## src/lnx_pkg.sv

```systemverilog
package lnx_pkg;

    // Width of one Q16.16 coordinate.
    localparam int unsigned XW = 32;
    // Magnitude width of the widest dividend: |cross(W,D2)| * |D1 component|.
    localparam int unsigned NW = 98;
    // Magnitude width of the determinant.
    localparam int unsigned DW = 65;
    // Quotient bits produced by the divider; larger quotients saturate anyway.
    localparam int unsigned QB = 32;
    // Register stages in front of the divider, in the divider, and behind it.
    localparam int unsigned FRONT_STAGES = 7;
    localparam int unsigned BACK_STAGES  = 2;
    localparam int unsigned NSTG         = FRONT_STAGES + QB + BACK_STAGES;
    // Dividend lanes.
    localparam int unsigned LANES  = 4;
    localparam int unsigned LANE_T = 0;
    localparam int unsigned LANE_S = 1;
    localparam int unsigned LANE_X = 2;
    localparam int unsigned LANE_Y = 3;

    localparam logic [XW-1:0] MINUS_ONE_Q16 = 32'hFFFF_0000;
    localparam logic [XW-1:0] Q_MAX         = 32'h7FFF_FFFF;
    localparam logic [XW-1:0] Q_MIN         = 32'h8000_0000;

    typedef enum logic [1:0] {
        ST_INTERSECT = 2'd0,
        ST_EQUAL     = 2'd1,
        ST_APART     = 2'd2
    } t_status;

    // Payload that travels through the divider stages.
    typedef struct packed {
        logic [LANES-1:0][NW-1:0] rem;
        logic [LANES-1:0][QB-1:0] quo;
        logic [LANES-1:0]         ovf;
        logic [LANES-1:0]         neg;
        logic [DW-1:0]            dvs;
        logic [XW-1:0]            p1x;
        logic [XW-1:0]            p1y;
        logic                     det_zero;
        logic                     nums_zero;
    } t_div;

    // One finished result.
    typedef struct packed {
        t_status       status;
        logic [XW-1:0] first_factor;
        logic [XW-1:0] second_factor;
        logic [XW-1:0] hit_x;
        logic [XW-1:0] hit_y;
    } t_res;

endpackage

```

## src/lnx_div_step.sv

```systemverilog
module lnx_div_step #(
    parameter int unsigned SHIFT = 0
) (
    input  logic          i_clk,
    input  logic          i_en,
    input  lnx_pkg::t_div i_div,
    output lnx_pkg::t_div o_div
);

    lnx_pkg::t_div          r_div;
    lnx_pkg::t_div          n_div;
    logic [lnx_pkg::NW-1:0] sh;

    // One restoring step: the divisor shifted to this quotient bit.
    assign sh = {{(lnx_pkg::NW - lnx_pkg::DW){1'b0}}, i_div.dvs} << SHIFT;

    always_comb begin
        n_div = i_div;
        for (int l = 0; l < lnx_pkg::LANES; l++) begin
            if (i_div.rem[l] >= sh) begin
                n_div.rem[l]        = i_div.rem[l] - sh;
                n_div.quo[l][SHIFT] = 1'b1;
            end
        end
    end

    always_ff @(posedge i_clk) begin
        if (i_en) begin
            r_div <= n_div;
        end
    end

    assign o_div = r_div;

endmodule

```

## config.mk

```make
export PLATFORM = sky130hd
export DESIGN_NAME = lnx_div_step
export DESIGN_NICKNAME = d
export VERILOG_FILES = /design/src/lnx_pkg.sv /design/src/lnx_div_step.sv
export SDC_FILE = /design/constraint.sdc
export NUM_CORES = 1
export LEC_CHECK = 0
export BUFFER_PORTS_ARGS = -buffer_cell sky130_fd_sc_hd__buf_4
export CAP_MARGIN = 20
export CORE_AREA = 2 2 519 521
export CTS_BUF_LIST = sky130_fd_sc_hd__clkbuf_16
export DETAILED_ROUTE_END_ITERATION = 8
export DIE_AREA = 0 0 521 523
export PLACE_DENSITY_LB_ADDON = 0.1
export SYNTH_ARGS = -nofsm -noshare
export SYNTH_HDL_FRONTEND = slang
export SYNTH_SLANG_ARGS = --single-unit
```

## constraint.sdc

```tcl
create_clock -name i_clk -period 4.2 [get_ports i_clk]
set_clock_uncertainty 0.05 [all_clocks]
set_input_delay 0.21 -clock i_clk [delete_from_list [all_inputs] [get_ports i_clk]]
set_output_delay 0.21 -clock i_clk [all_outputs]
set_load 0.01 [all_outputs]
```

==> out/metrics.cfg <==
[timing]
setup_slack_ns = 0.00196
maxSlewHeadroom = 0.314
final_hold_viol_count = 0
setup_tns_ns = 0
slew_viol_final = 0
fmax_ghz = 0.238
rsz0062_at_grt = true
finalCritPeriodShare = 1.00
setup_viol_count_final = 0
hold-worst-slack_ns = 0.0775
worstMarginPinSlew_ns = 1.02
min_period_ns = 4.20

[route]
num_vias = 46500
drtIter0Drc = 3210
first_pass_iters = 5
route.detailed.drc = 0
routedWlPerCell_um = 27.6
wl_mm = 293
final_antenna_net_count = 0
detail_route.vias_per_cell = 4.37

[min_path]
hp-class = input pin to flip-flop
hold_start = i_div[227]

[grt]
grt_pass1_wl_mm = 392
grt_usage = 0.206
antenna_found_initial = 90
grt_max_degree = 88
overflow = 0
grt_pass1_vias = 46700

[finish]
final_common_cell = buf_4
layout_common_cells = 1782 x buf_4, 793 x dlygate4sd3_1, 659 x edfxtp_1
largest_register_ffs = 659
area_delta_synth_final_pct = 68.2
nNetsFinal = 7909
drive_gt1_frac = 0.295
final_cell_area_um2 = 72700

[floorplanning]
pin_count = 1320
coreArea_um2 = 267000
dieHeight_um = 523
core.rowCount = 190
fp.dieW_um = 521
die-area_um2 = 272000
initial_utilization = 0.162

[setup_path]
slowest_delay_ns = 0.59
path_cells = dlygate4sd3_1 > buf_4 > inv_1 > buf_12 > ha_1 > nand2_1 > nor4b_1 > nand3_1 > buf_4 > nor4_2 > buf_4 > nand4bb_1 > a31oi_1 > o31ai_4 > buf_4 > buf_12 > mux2_2
start_kind = input pin
worst_ep_arrival_time_ns = 4.67
crit_slowest_cell = nor4b_1
endpoint_kind = flip-flop
crit_start = i_div[122]
crit_fanout = 53
setup.worst_path.class = input pin to flip-flop
cp.required_ns = 4.67
crit_top_cell = buf_4

[pwr]
leakagePower_nw = 29.7
vdd_drop_max_mv = 0.302
power.density_nw_per_um2 = 347

[logic_synthesis]
yosysTopAreaCell = edfxtp_1
synth_ff_type = edfxtp_1
yosys_warnings = 0
ys_ff_latch = 659
synthCells = 4455
synth.distinct_cells = 102
synth_top_area_share = 0.458
synthesis.area_um2 = 43200
synth_edf_count = 659
syn_area_per_cell_um2 = 9.70
syn_nets = 5380
synth_area_leaders = edfxtp_1 46%, ha_1 7.5%, a21oi_1 5.5%
ys_async_sr_fraction = 0
ys_seq_area_frac = 0.458

[flow_run]
maxCapViolCount = 0

[placed_design]
dpl.hpwl_mm = 248
placed_cell_area_um2 = 61400
io_buffers = 1319
dp_slack_ns = -0.386
gp_congestion = 0.914

[cts]
clockRootBuffer = clkbuf_16
cts_tree = yes
ctsLongestPathBuffers = 4
clkTransAtPathRegs_ns = 0.06
clock-sinks = 659
cts_buffers = 97
cts_max_level = 3

[run_status]
status = completed

-- stage by stage --
stage	power, mW	utilization	std cells
final	25.2	0.272	10600
after global placement	16.1	0.230	9643
after global routing	26.4	0.272	10600
after floorplan	11.5	-	4455
after detailed placement	16.1	0.230	9643
after CTS	25.7	0.272	10600
-- area by class of cell --
type | instances | area, um2
clock inverters | 74 | 786
repair buffers | 2634 | 22500
multi-input cells | 3450 | 22200
inverters | 142 | 541
clock buffers | 97 | 2430
diodes | 35 | 87.6
flip-flops and latches | 659 | 19800
fillers | 28700 | 194000
well taps | 3552 | 4440
-- power breakdown --
group / switching [mW] / internal, mW
registers: 0.388 / 8.22
logic: 4.44 / 3.52
clock network: 3.54 / 5.12
total: 8.36 / 16.9
-- cells in the mapped netlist, types with 10 or more instances --
cell type / instances
a211o_1: 10
a211oi_1: 22
a21boi_0: 19
a21o_1: 136
a21oi_1: 472
a31oi_1: 35
and2_1: 24
and3_1: 26
and4_1: 12
buf_2: 30
clkbuf_1: 164
edfxtp_1: 659
ha_1: 260
inv_1: 142
mux2_2: 14
nand2_1: 488
nand2b_1: 40
nand3_1: 75
nand3b_1: 15
nand4_1: 132
nor2_1: 355
nor2b_1: 26
nor3_1: 94
nor4_1: 67
o211ai_1: 29
o21a_1: 30
o21ai_0: 325
o21ai_1: 25
o21bai_1: 68
o31ai_1: 18
or2_2: 15
or3_1: 48
or4_1: 30
xnor2_1: 214
xor2_1: 159
-- cell families (layout without fill, tap and decap cells) --
| family | after synthesis | in the layout | synth area share |
|---|---|---|---|
| compound gates | 1292 | 1292 | 0.182 |
| mux | 15 | 15 | 0.00391 |
| xor+xnor | 373 | 373 | 0.0756 |
| simple gates | 1506 | 1506 | 0.172 |
| other cells | 0 | 35 | 0 |
| buf+inv | 346 | 2947 | 0.0321 |
| fa+ha+maj | 264 | 264 | 0.0771 |
| flops | 659 | 659 | 0.458 |
-- routing by layer --
| metal | GRT usage | share of wire |
|---|---|---|
| met5 | 0 | 0.0010 |
| met4 | 0.0682 | 0.036 |
| met3 | 0.0420 | 0.060 |
| met2 | 0.365 | 0.50 |
| met1 | 0.246 | 0.41 |
-- final timing paths --
kind                  cells past startpoint          to
worst max-delay path                     17  o_div[467]
worst min-delay path                      2  o_div[227]
-- worst max-delay path: cells and delay by family --
kind / cells / cell delay, ns
buffers and inverters: 8 / 1.72
AOI/OAI and AO/OA: 2 / 0.27
muxes: 1 / 0.38
adders and majority gates: 1 / 0.32
and+or+nand+nor: 5 / 1.57
-- what timing repair did --
| action | CTS | global route |
|---|---|---|
| gates resized for setup | 0 | 16 |
| buffers inserted | 0 | 1 |
| hold buffers | 793 | 0 |
| endpoints found under the setup margin | 0 | 53 |
| endpoints found under the hold margin | 695 | 0 |
Power figures use the tool's default switching activity.
