<file path="src/lnx_pkg.sv">
package lnx_pkg;

    // Width of one Q16.16 coordinate.
    localparam int unsigned XW = 32;
    // Magnitude width of the widest dividend: |cross(W,D2)| * |D1 component|.
    localparam int unsigned NW = 98;
    // Magnitude width of the determinant.
    localparam int unsigned DW = 65;
    // Quotient bits produced by the divider; larger quotients saturate anyway.
    localparam int unsigned QB = 32;
    // Register stages in front of the divider, in the divider, and behind it.
    localparam int unsigned FRONT_STAGES = 7;
    localparam int unsigned BACK_STAGES  = 2;
    localparam int unsigned NSTG         = FRONT_STAGES + QB + BACK_STAGES;
    // Dividend lanes.
    localparam int unsigned LANES  = 4;
    localparam int unsigned LANE_T = 0;
    localparam int unsigned LANE_S = 1;
    localparam int unsigned LANE_X = 2;
    localparam int unsigned LANE_Y = 3;

    localparam logic [XW-1:0] MINUS_ONE_Q16 = 32'hFFFF_0000;
    localparam logic [XW-1:0] Q_MAX         = 32'h7FFF_FFFF;
    localparam logic [XW-1:0] Q_MIN         = 32'h8000_0000;

    typedef enum logic [1:0] {
        ST_INTERSECT = 2'd0,
        ST_EQUAL     = 2'd1,
        ST_APART     = 2'd2
    } t_status;

    // Payload that travels through the divider stages.
    typedef struct packed {
        logic [LANES-1:0][NW-1:0] rem;
        logic [LANES-1:0][QB-1:0] quo;
        logic [LANES-1:0]         ovf;
        logic [LANES-1:0]         neg;
        logic [DW-1:0]            dvs;
        logic [XW-1:0]            p1x;
        logic [XW-1:0]            p1y;
        logic                     det_zero;
        logic                     nums_zero;
    } t_div;

    // One finished result.
    typedef struct packed {
        t_status       status;
        logic [XW-1:0] first_factor;
        logic [XW-1:0] second_factor;
        logic [XW-1:0] hit_x;
        logic [XW-1:0] hit_y;
    } t_res;

endpackage

</file>
<file path="src/lnx_back.sv">
module lnx_back (
    input  logic          i_clk,
    input  logic          i_en,
    input  lnx_pkg::t_div i_div,
    output lnx_pkg::t_res o_res
);

    logic signed [32:0] r_q [lnx_pkg::LANES];
    logic [3:0]         r_ovf, r_neg;
    logic [31:0]        r_p1x, r_p1y;
    logic               r_det_zero, r_nums_zero;
    lnx_pkg::t_res      r_res;
    lnx_pkg::t_res      n_res;
    logic [31:0]        val [lnx_pkg::LANES];

    function automatic logic [31:0] sat34(input logic signed [33:0] v);
        logic [31:0] r;
        if (v > 34'sd2147483647) begin
            r = lnx_pkg::Q_MAX;
        end else if (v < -34'sd2147483648) begin
            r = lnx_pkg::Q_MIN;
        end else begin
            r = v[31:0];
        end
        return r;
    endfunction

    always_ff @(posedge i_clk) begin
        if (i_en) begin
            for (int l = 0; l < lnx_pkg::LANES; l++) begin
                r_q[l] <= i_div.neg[l] ? -$signed({1'b0, i_div.quo[l]})
                                       : $signed({1'b0, i_div.quo[l]});
            end
            r_ovf       <= i_div.ovf;
            r_neg       <= i_div.neg;
            r_p1x       <= i_div.p1x;
            r_p1y       <= i_div.p1y;
            r_det_zero  <= i_div.det_zero;
            r_nums_zero <= i_div.nums_zero;
            r_res       <= n_res;
        end
    end

    always_comb begin
        val[lnx_pkg::LANE_T] = sat34({r_q[lnx_pkg::LANE_T][32], r_q[lnx_pkg::LANE_T]});
        val[lnx_pkg::LANE_S] = sat34({r_q[lnx_pkg::LANE_S][32], r_q[lnx_pkg::LANE_S]});
        val[lnx_pkg::LANE_X] = sat34($signed({{2{r_p1x[31]}}, r_p1x})
                                   + $signed({r_q[lnx_pkg::LANE_X][32], r_q[lnx_pkg::LANE_X]}));
        val[lnx_pkg::LANE_Y] = sat34($signed({{2{r_p1y[31]}}, r_p1y})
                                   + $signed({r_q[lnx_pkg::LANE_Y][32], r_q[lnx_pkg::LANE_Y]}));
        // A quotient of 2^32 or more dominates the start point as well.
        for (int l = 0; l < lnx_pkg::LANES; l++) begin
            if (r_ovf[l]) begin
                val[l] = r_neg[l] ? lnx_pkg::Q_MIN : lnx_pkg::Q_MAX;
            end
        end
        if (r_det_zero) begin
            n_res.status        = r_nums_zero ? lnx_pkg::ST_EQUAL : lnx_pkg::ST_APART;
            n_res.first_factor  = lnx_pkg::MINUS_ONE_Q16;
            n_res.second_factor = lnx_pkg::MINUS_ONE_Q16;
            n_res.hit_x         = '0;
            n_res.hit_y         = '0;
        end else begin
            n_res.status        = lnx_pkg::ST_INTERSECT;
            n_res.first_factor  = val[lnx_pkg::LANE_T];
            n_res.second_factor = val[lnx_pkg::LANE_S];
            n_res.hit_x         = val[lnx_pkg::LANE_X];
            n_res.hit_y         = val[lnx_pkg::LANE_Y];
        end
    end

    assign o_res = r_res;

endmodule

</file>
<file path="config.mk">
export PLATFORM = sky130hd
export DESIGN_NAME = lnx_back
export DESIGN_NICKNAME = d
export VERILOG_FILES = /design/src/lnx_pkg.sv /design/src/lnx_back.sv
export SDC_FILE = /design/constraint.sdc
export NUM_CORES = 1
export LEC_CHECK = 0
export BUFFER_PORTS_ARGS = -buffer_cell sky130_fd_sc_hd__clkbuf_2
export CORE_AREA = 2 2 312 314
export DETAILED_ROUTE_END_ITERATION = 6
export DIE_AREA = 0 0 314 316
export PLACE_DENSITY = 0.38
export SLEW_MARGIN = 20
export SYNTH_ARGS = -nofsm -noshare
export SYNTH_HDL_FRONTEND = slang
export SYNTH_SLANG_ARGS = --single-unit
</file>
<file path="constraint.sdc">
create_clock -name i_clk -period 3.8 [get_ports i_clk]
set_clock_uncertainty 0.05 [all_clocks]
set_input_delay 0.57 -clock i_clk [delete_from_list [all_inputs] [get_ports i_clk]]
set_output_delay 0.57 -clock i_clk [all_outputs]
set_load 0.03 [all_outputs]
</file>
==> impl_metrics.py, run 1 <==
metrics = {
    "floorplan": {
        "dieWidth_um": 314,
        "fp-row-count": 114,
        "io_pins": 791,
        "placeable_core_region_um2": 95990,
        "die_h_um": 316,
        "design.die.area_um2": 99220,
        "initial_utilization_pct": 18.36,
    },
    "clock_tree": {
        "clock_latency_ns": 0.63,
        "cts-hold-fix-buffers": 0,
        "cts_num_sinks": 336,
        "tritoncts.num_buffers": 45,
        "max-clock-path-buffers": 3,
        "tritoncts": "done",
        "cts_max_level": 2,
        "cts.reportedPaths.clkPinSlew_ns": 0.06,
        "cts.root.buffer_cell": "sky130_fd_sc_hd__clkbuf_16",
    },
    "synth": {
        "yosys_register_bits": 336,
        "postSynthCellCount": 1514,
        "synth_top_family_by_area": "compound AO/OA/AOI/OAI gates",
        "synth.yosys.warnings": 0,
        "synth.top_cells.by_count": "336 x sky130_fd_sc_hd__edfxtp_1, 178 x sky130_fd_sc_hd__o21ai_0, 144 x sky130_fd_sc_hd__xnor2_1",
        "post-synth-top-area-fraction_pct": 57.24,
        "post-synth-top-count-cell": "sky130_fd_sc_hd__edfxtp_1",
        "synth_adder_area_share_pct": 5.196,
        "syn_nets": 2247,
        "synthesis.area_per_instance_um2": 11.64,
        "synth_simple_gate_area_share_pct": 9.902,
        "post_synth_mux_area_share_pct": 0,
        "synth_async_sr_flop_share_pct": 0,
        "cell_area_after_synthesis_um2": 17630,
        "synth-compound-area-share_pct": 16.99,
        "synth.top_cells.by_area": "sky130_fd_sc_hd__edfxtp_1 57%, sky130_fd_sc_hd__xnor2_1 7.2%, sky130_fd_sc_hd__o21ai_0 5.1%, sky130_fd_sc_hd__ha_1 5.0%, sky130_fd_sc_hd__a21oi_1 3.5%",
        "synthXorXnorAreaFrac_pct": 8.695,
        "netlist-cell-type-count": 70,
        "synth_edf_count": 336,
        "synth_seq_area_share_pct": 57.24,
        "ys.flop_type": "sky130_fd_sc_hd__edfxtp_1",
        "yosys.area.top_type": "sky130_fd_sc_hd__edfxtp_1",
    },
    "worst_setup_path": {
        "start_to_end_type_of_the_worst_setup_path": "reg -> reg",
        "arrival_ns": 3.89,
        "endpoint_kind": "flip-flop",
        "cp.required_ns": 4.08,
        "critical_path.max_fanout": 14,
        "worst_setup_path_start_kind": "flip-flop",
    },
    "drt": {
        "via_count": 13380,
        "drc": 0,
        "detailedRoute.firstPassIterationCount": 6,
        "totalWireLength_um": 57920,
        "via_per_inst": 4.173,
        "ant_nets": 0,
        "detail_route.wl_per_cell_um": 18.07,
        "drt_iter0_markers": 760,
    },
    "sta": {
        "finalWorstSetupSlack_ns": 0.1844,
        "fin_worst_hold_slack_ns": 0.07145,
        "finalSetupViolCount": 0,
        "worst_slew_margin_rel_pct": 38.02,
        "post_route_clock_period_utilization_pct": 95.15,
        "final.min_clock_period_ns": 3.616,
        "final_max_slew_viol_count": 0,
        "unrepaired_setup_endpoints_after_global_routing": "true",
        "finalHoldViolations": 0,
        "setup_total_negative_slack_ns": 0,
        "tightest_slew_ns": 0.9277,
        "max_freq_ghz": 0.2766,
    },
    "global_routing": {
        "grt_pass1_vias": 13750,
        "grt_usage_pct": 11.48,
        "first_pass_grt_wire_length_um": 86160,
        "grt_max_degree": 72,
        "antenna_found_initial": 7,
        "gr-total-overflow": 0,
    },
    "flow_run": {
        "max-cap-violations": 0,
    },
    "power_and_ir_drop": {
        "total_power_uw": 11700,
        "power.ir.vdd_worst_mv": 0.3003,
        "power_leakage_uw": 0.008432,
        "power.density_nw_per_um2": 512.4,
    },
    "placed_design": {
        "place_worst_setup_slack_ns": -0.2026,
        "port_buffers": 333,
        "detailed_place_hpwl_um": 44110,
        "placedCellCount": 3117,
        "finalWeightedCongestion": 0.8277,
    },
    "final_layout": {
        "layout.nets": 2624,
        "flow.area_growth_from_synthesis_pct": 29.50,
        "drive_above_1_share_pct": 26.24,
        "fin_cells": 3206,
    },
    "outcome": {
        "status": "completed",
    },
    "hold_path": {
        "worst_hold_path_type": "in -> reg",
    },
}
==> area by class of cell <==
class / count / area [um^2]
antenna: 2 / 5.005
sequential: 336 / 10090
multi-input combinational: 1087 / 7347
tap: 1276 / 1597
inverter: 31 / 116.4
fill: 10320 / 73170
timing repair buffer: 390 / 2250
clock buffer: 54 / 1160
clock inverter: 30 / 262.8
==> repair_timing <==
item | 4_1_cts | 5_1_grt
resized for setup | 13 | 15
gates cloned | 1 | 0
pin swaps | 6 | 9
setup buffers | 2 | 0
endpoints found under the setup margin | 12 | 51
==> registers in the layout, summed over array words and instances (netlist names) <==
register     count
r_q            132
r_ovf            4
r_neg            4
o_res          130
r_det_zero       1
r_nums_zero      1
r_p1y           32
r_p1x           32
==> report_power, final <==
part           internal (uW)  switching, uW  leakage (uW)  total, uW
clock network           2340           1750      0.000685       4090
registers               4590            180       0.00332       4770
logic                   1030           1800       0.00443       2830
==> worst max-delay path, cell delays in order, from the launching register on <==
cell	delay, ns
sky130_fd_sc_hd__edfxtp_1	0.40
sky130_fd_sc_hd__ha_2	0.20
sky130_fd_sc_hd__inv_1	0.05
sky130_fd_sc_hd__fa_2	0.33
sky130_fd_sc_hd__and2b_2	0.25
sky130_fd_sc_hd__o2111ai_4	0.15
sky130_fd_sc_hd__a31oi_4	0.27
sky130_fd_sc_hd__a31oi_4	0.13
sky130_fd_sc_hd__or4_4	0.50
sky130_fd_sc_hd__buf_4	0.15
sky130_fd_sc_hd__nand3_2	0.08
sky130_fd_sc_hd__o211ai_1	0.13
sky130_fd_sc_hd__a31oi_2	0.18
sky130_fd_sc_hd__buf_4	0.15
sky130_fd_sc_hd__bufbuf_16	0.26
sky130_fd_sc_hd__o21ai_0	0.09
==> path summary, 6_finish.rpt <==
kind / from / to / slack, ns / depth (start not counted)
max reg2reg: r_p1x[0]$_DFFE_PP_ / o_res[37]$_SDFFCE_PP0P_ / 0.18 / 15
min reg2reg: r_q[0][21]$_DFFE_PP_ / o_res[117]$_SDFFCE_PP1P_ / 0.50 / 2
max: r_p1x[0]$_DFFE_PP_ / o_res[37]$_SDFFCE_PP0P_ / 0.18 / 15
min: i_div[26] / r_p1y[24]$_DFFE_PP_ / 0.07 / 1
==> placed cells by master, fill, tap and decap left out, drive strengths merged, types with 3 or more instances in the layout <==
| cell type | n |
|---|---|
| edfxtp | 336 |
| clkbuf | 386 |
| or2 | 9 |
| o21ai | 180 |
| or3 | 22 |
| inv | 34 |
| o31ai | 26 |
| a31oi | 7 |
| nand3 | 18 |
| nor2b | 12 |
| nor3b | 4 |
| o31a | 4 |
| o211ai | 11 |
| nor3 | 15 |
| a211oi | 7 |
| a21oi | 123 |
| and3 | 7 |
| and2 | 8 |
| xor2 | 31 |
| nor2 | 63 |
| a21o | 26 |
| clkinvlp | 4 |
| a221oi | 4 |
| xnor2 | 144 |
| buf | 57 |
| nand2b | 22 |
| o2111ai | 3 |
| o41ai | 16 |
| or4 | 20 |
| nor4 | 7 |
| o22ai | 27 |
| o21bai | 4 |
| nand2 | 129 |
| ha | 70 |
| nand4 | 10 |
| o21a | 19 |
| a21boi | 8 |
| clkinv | 21 |
| a311oi | 3 |
==> through the flow <==
| step | cell area [um^2] | util, % |
|---|---|---|
| floorplan | 17630 | - |
| global placement | 21180 | 22.07 |
| detailed placement | 21210 | 22.10 |
| CTS | 22750 | 23.70 |
| global route | 22820 | 23.78 |
| finish | 22830 | 23.78 |
==> routing by layer <==
| metal | up-vias | track usage (%) | part of all wire [%] | routed length (um) |
|---|---|---|---|---|
| met5 | - | 0 | 0.090 | 52 |
| met4 | 8 | 3.741 | 2.5 | 1435 |
| met3 | 68 | 3.102 | 6.7 | 3893 |
| met2 | 391 | 18.14 | 45 | 25940 |
| met1 | 6407 | 15.17 | 46 | 26600 |
| li1 | 6505 | - | - | - |
==> kinds of logic (layout without fill, tap and decap cells) <==
kind of cell | count (synthesis) | after routing
DFF | 336 | 336
other | 0 | 2
xor gates and xnor gates | 175 | 175
AOI/OAI and AO/OA | 489 | 489
adders and majority gates | 72 | 72
and+or+nand+nor | 351 | 351
buffers and inverters | 91 | 505
No activity file was read; power rests on OpenSTA's default activity.
==> run 2, diff against run 1 <==
--- a/config.mk
+++ b/config.mk
@@ -7,9 +7,9 @@
 export LEC_CHECK = 0
 export BUFFER_PORTS_ARGS = -buffer_cell sky130_fd_sc_hd__clkbuf_2
 export CORE_AREA = 2 2 312 314
+export CTS_BUF_LIST = sky130_fd_sc_hd__clkbuf_4
 export DETAILED_ROUTE_END_ITERATION = 6
 export DIE_AREA = 0 0 314 316
-export PLACE_DENSITY = 0.38
 export SLEW_MARGIN = 20
 export SYNTH_ARGS = -nofsm -noshare
 export SYNTH_HDL_FRONTEND = slang
==> run 2 against run 1 <==
Critical endpoint is now r_q[1][30]$_DFFE_PP_. Wire length up 5.5%. Largest power group unchanged. Critical path type is now in -> reg. Global-route usage grew 0.65 points. Clock power shrank 9.0%. Register-to-register slack got worse by 0.09 ns.
==> impl_metrics.py, run 2 (synthesized netlist as in run 1, its figures left out) <==
metrics = {
    "drt": {
        "detail_route.wl_per_cell_um": 17.30,
        "via_count": 14820,
        "drc": 0,
        "totalWireLength_um": 61090,
        "drt_iter0_markers": 965,
        "via_per_inst": 4.197,
        "ant_nets": 0,
        "detailedRoute.firstPassIterationCount": 5,
    },
    "power_and_ir_drop": {
        "p_int_uw": 7758,
        "power_leakage_uw": 0.009454,
        "swShare_pct": 32.68,
        "power.ir.vdd_worst_mv": 0.2256,
        "power_frac_seq_pct": 41.2,
        "power.density_nw_per_um2": 461.5,
        "clockPowerShare_pct": 32.3,
        "total_power_uw": 11520,
        "power.combinational.fraction_pct": 26.5,
        "power.switching_uw": 3766,
    },
    "sta": {
        "post_route_clock_period_utilization_pct": 98.93,
        "max_freq_ghz": 0.2660,
        "tightest_slew_ns": 0.9914,
        "finalSetupViolCount": 0,
        "finalHoldViolations": 0,
        "final.min_clock_period_ns": 3.759,
        "final_max_slew_viol_count": 0,
        "worst_slew_margin_rel_pct": 33.77,
    },
    "floorplan": {
        "fp-row-count": 114,
        "design.die.area_um2": 99220,
        "placeable_core_region_um2": 95990,
        "dieWidth_um": 314,
        "die_h_um": 316,
        "io_pins": 791,
        "initial_utilization_pct": 18.36,
    },
    "worst_setup_path": {
        "critical_path.max_fanout": 5,
        "r2r-end": "o_res[55]$_SDFFCE_PP0P_",
        "internal_reg_to_reg_setup_slack_ns": 0.09,
        "cp.required_ns": 4.41,
        "endpoint_kind": "flip-flop",
        "arrival_ns": 4.37,
        "worst_setup_path_start_kind": "input pin",
        "r2r.worst_path.cells": 14,
        "start_to_end_type_of_the_worst_setup_path": "in -> reg",
        "critical_r2r_launch": "r_q[2][0]$_DFFE_PP_",
    },
    "clock_tree": {
        "cts_max_level": 3,
        "tritoncts.num_buffers": 99,
        "cts.reportedPaths.clkPinSlew_ns": 0.07,
        "tritoncts": "done",
        "cts_num_sinks": 336,
        "cts.root.buffer_cell": "sky130_fd_sc_hd__clkbuf_4",
        "clock_latency_ns": 0.91,
        "max-clock-path-buffers": 3,
    },
    "placed_design": {
        "detailed_place_hpwl_um": 44860,
        "port_buffers": 333,
        "finalWeightedCongestion": 0.8830,
        "detailed_place.area_um2": 21100,
    },
    "outcome": {
        "status": "completed",
    },
    "hold_path": {
        "hold_path.startpoint": "i_div[175]",
        "worst_hold_path.num_cells": 2,
        "worst_hold_path.endpoint": "r_q[1][4]$_DFFE_PP_",
        "worst_hold_path_type": "in -> reg",
    },
    "global_routing": {
        "grt_pass1_vias": 15010,
        "grt_max_degree": 94,
        "first_pass_grt_wire_length_um": 90920,
        "antenna_found_initial": 12,
        "grt_usage_pct": 12.12,
        "gr-total-overflow": 0,
    },
    "flow_run": {
        "max-cap-violations": 0,
    },
    "final_layout": {
        "fill_cells": 10100,
        "flip_flop_count_of_the_largest_register_after_layout": 132,
        "multi_input_combinational_cell_area_um2": 7305,
        "final-seq-area_um2": 10090,
        "drive_above_1_share_pct": 25.75,
        "fin_area_um2": 24970,
        "final_common_cell": "sky130_fd_sc_hd__edfxtp_1",
        "largest_register": "r_q",
        "layout.nets": 2903,
        "flow.area_growth_from_synthesis_pct": 41.65,
        "layout.cells.most_common_list": "336 x sky130_fd_sc_hd__edfxtp_1, 332 x sky130_fd_sc_hd__clkbuf_2, 234 x sky130_fd_sc_hd__dlygate4sd3_1, 177 x sky130_fd_sc_hd__o21ai_0, 144 x sky130_fd_sc_hd__xnor2_1",
    },
}
[run 2: cell count changes in the layout (fill, tap and decap cells not counted), sizes merged, moves of 2 or more]
cell	before	now
dlygate4sd3	0	234
clkbuf	386	475
buf	57	47
clkinv	21	29
diode	2	10
clkinvlp	4	0
bufinv	2	4
[run 2: layout make-up]
class | instances | share of cell area, %
clock inverters | 35 | 1.107
clock buffers | 141 | 4.239
multi-input cells | 1087 | 29.25
diodes | 10 | 0.1002
flip-flops and latches | 336 | 40.41
repair buffers | 615 | 18.03
well taps | 1276 | 6.394
inverters | 31 | 0.4660
[run 2: worst max-delay path by stage]
stage,from,to,slack [ns],cells after the start
floorplan,r_p1y[0]$_DFFE_PP_,o_res[12]$_SDFFCE_PP0P_,0.41,14
global route,r_q[2][0]$_DFFE_PP_,o_res[36]$_SDFFCE_PP0P_,-0.03,14
global placement,r_p1x[0]$_DFFE_PP_,o_res[35]$_SDFFCE_PP0P_,-0.05,13
finish,i_div[183],r_q[1][30]$_DFFE_PP_,0.04,10
detailed placement,r_p1x[0]$_DFFE_PP_,o_res[44]$_SDFFCE_PP0P_,0.02,13
CTS,r_p1y[0]$_DFFE_PP_,o_res[15]$_SDFFCE_PP0P_,0.05,16
[run 2: layer usage]
metal	up-vias	share of wire, %	track usage (%)
li1	7145	-	-
met1	7042	43	14.75
met2	519	48	20.42
met3	110	6.2	3.201
met4	2	3.2	4.741
met5	-	0.031	0
[run 2: metrics by stage]
stage	instances	hold slack (ns)	utilization [%]	TNS [ns]	worst slack [ns]
global route	3531	0.04399	26.01	-0.2241	-0.02554
detailed placement	3106	0.4862	21.98	0	0.01688
finish	3531	0.1112	26.01	0	0.04059
global placement	3106	0.4859	21.97	-0.06960	-0.05306
CTS	3516	0.03841	25.81	0	0.04514
floorplan	1514	0.4708	-	0	0.4136
[run 2: worst max-delay path: stages]
cell	delay [ns]
sky130_fd_sc_hd__dlygate4sd3_1	0.55
sky130_fd_sc_hd__clkbuf_2	0.14
sky130_fd_sc_hd__or4_4	0.55
sky130_fd_sc_hd__or4_1	0.45
sky130_fd_sc_hd__or2_2	0.31
sky130_fd_sc_hd__or3_1	0.54
sky130_fd_sc_hd__or2_1	0.33
sky130_fd_sc_hd__o41ai_2	0.27
sky130_fd_sc_hd__xnor2_1	0.09
sky130_fd_sc_hd__dlygate4sd3_1	0.55
[run 2: power by group through the flow]
stage / logic (uW) / registers, uW / clock network (uW)
after floorplan: 1390 / 5090 / 0
after global placement: 2740 / 4830 / 0
after detailed placement: 2740 / 4820 / 0
after CTS: 2990 / 4750 / 3890
after global routing: 3340 / 4780 / 4090
final: 3050 / 4750 / 3720
[run 2: timing repair]
item / 4_1_cts / 5_1_grt
setup buffers: 0 / 3
setup endpoints to repair: 1 / 60
gates cloned: 0 / 2
endpoints found under the hold margin: 200 / 0
pin swaps: 0 / 7
hold buffers: 234 / 0
resized for setup: 1 / 16
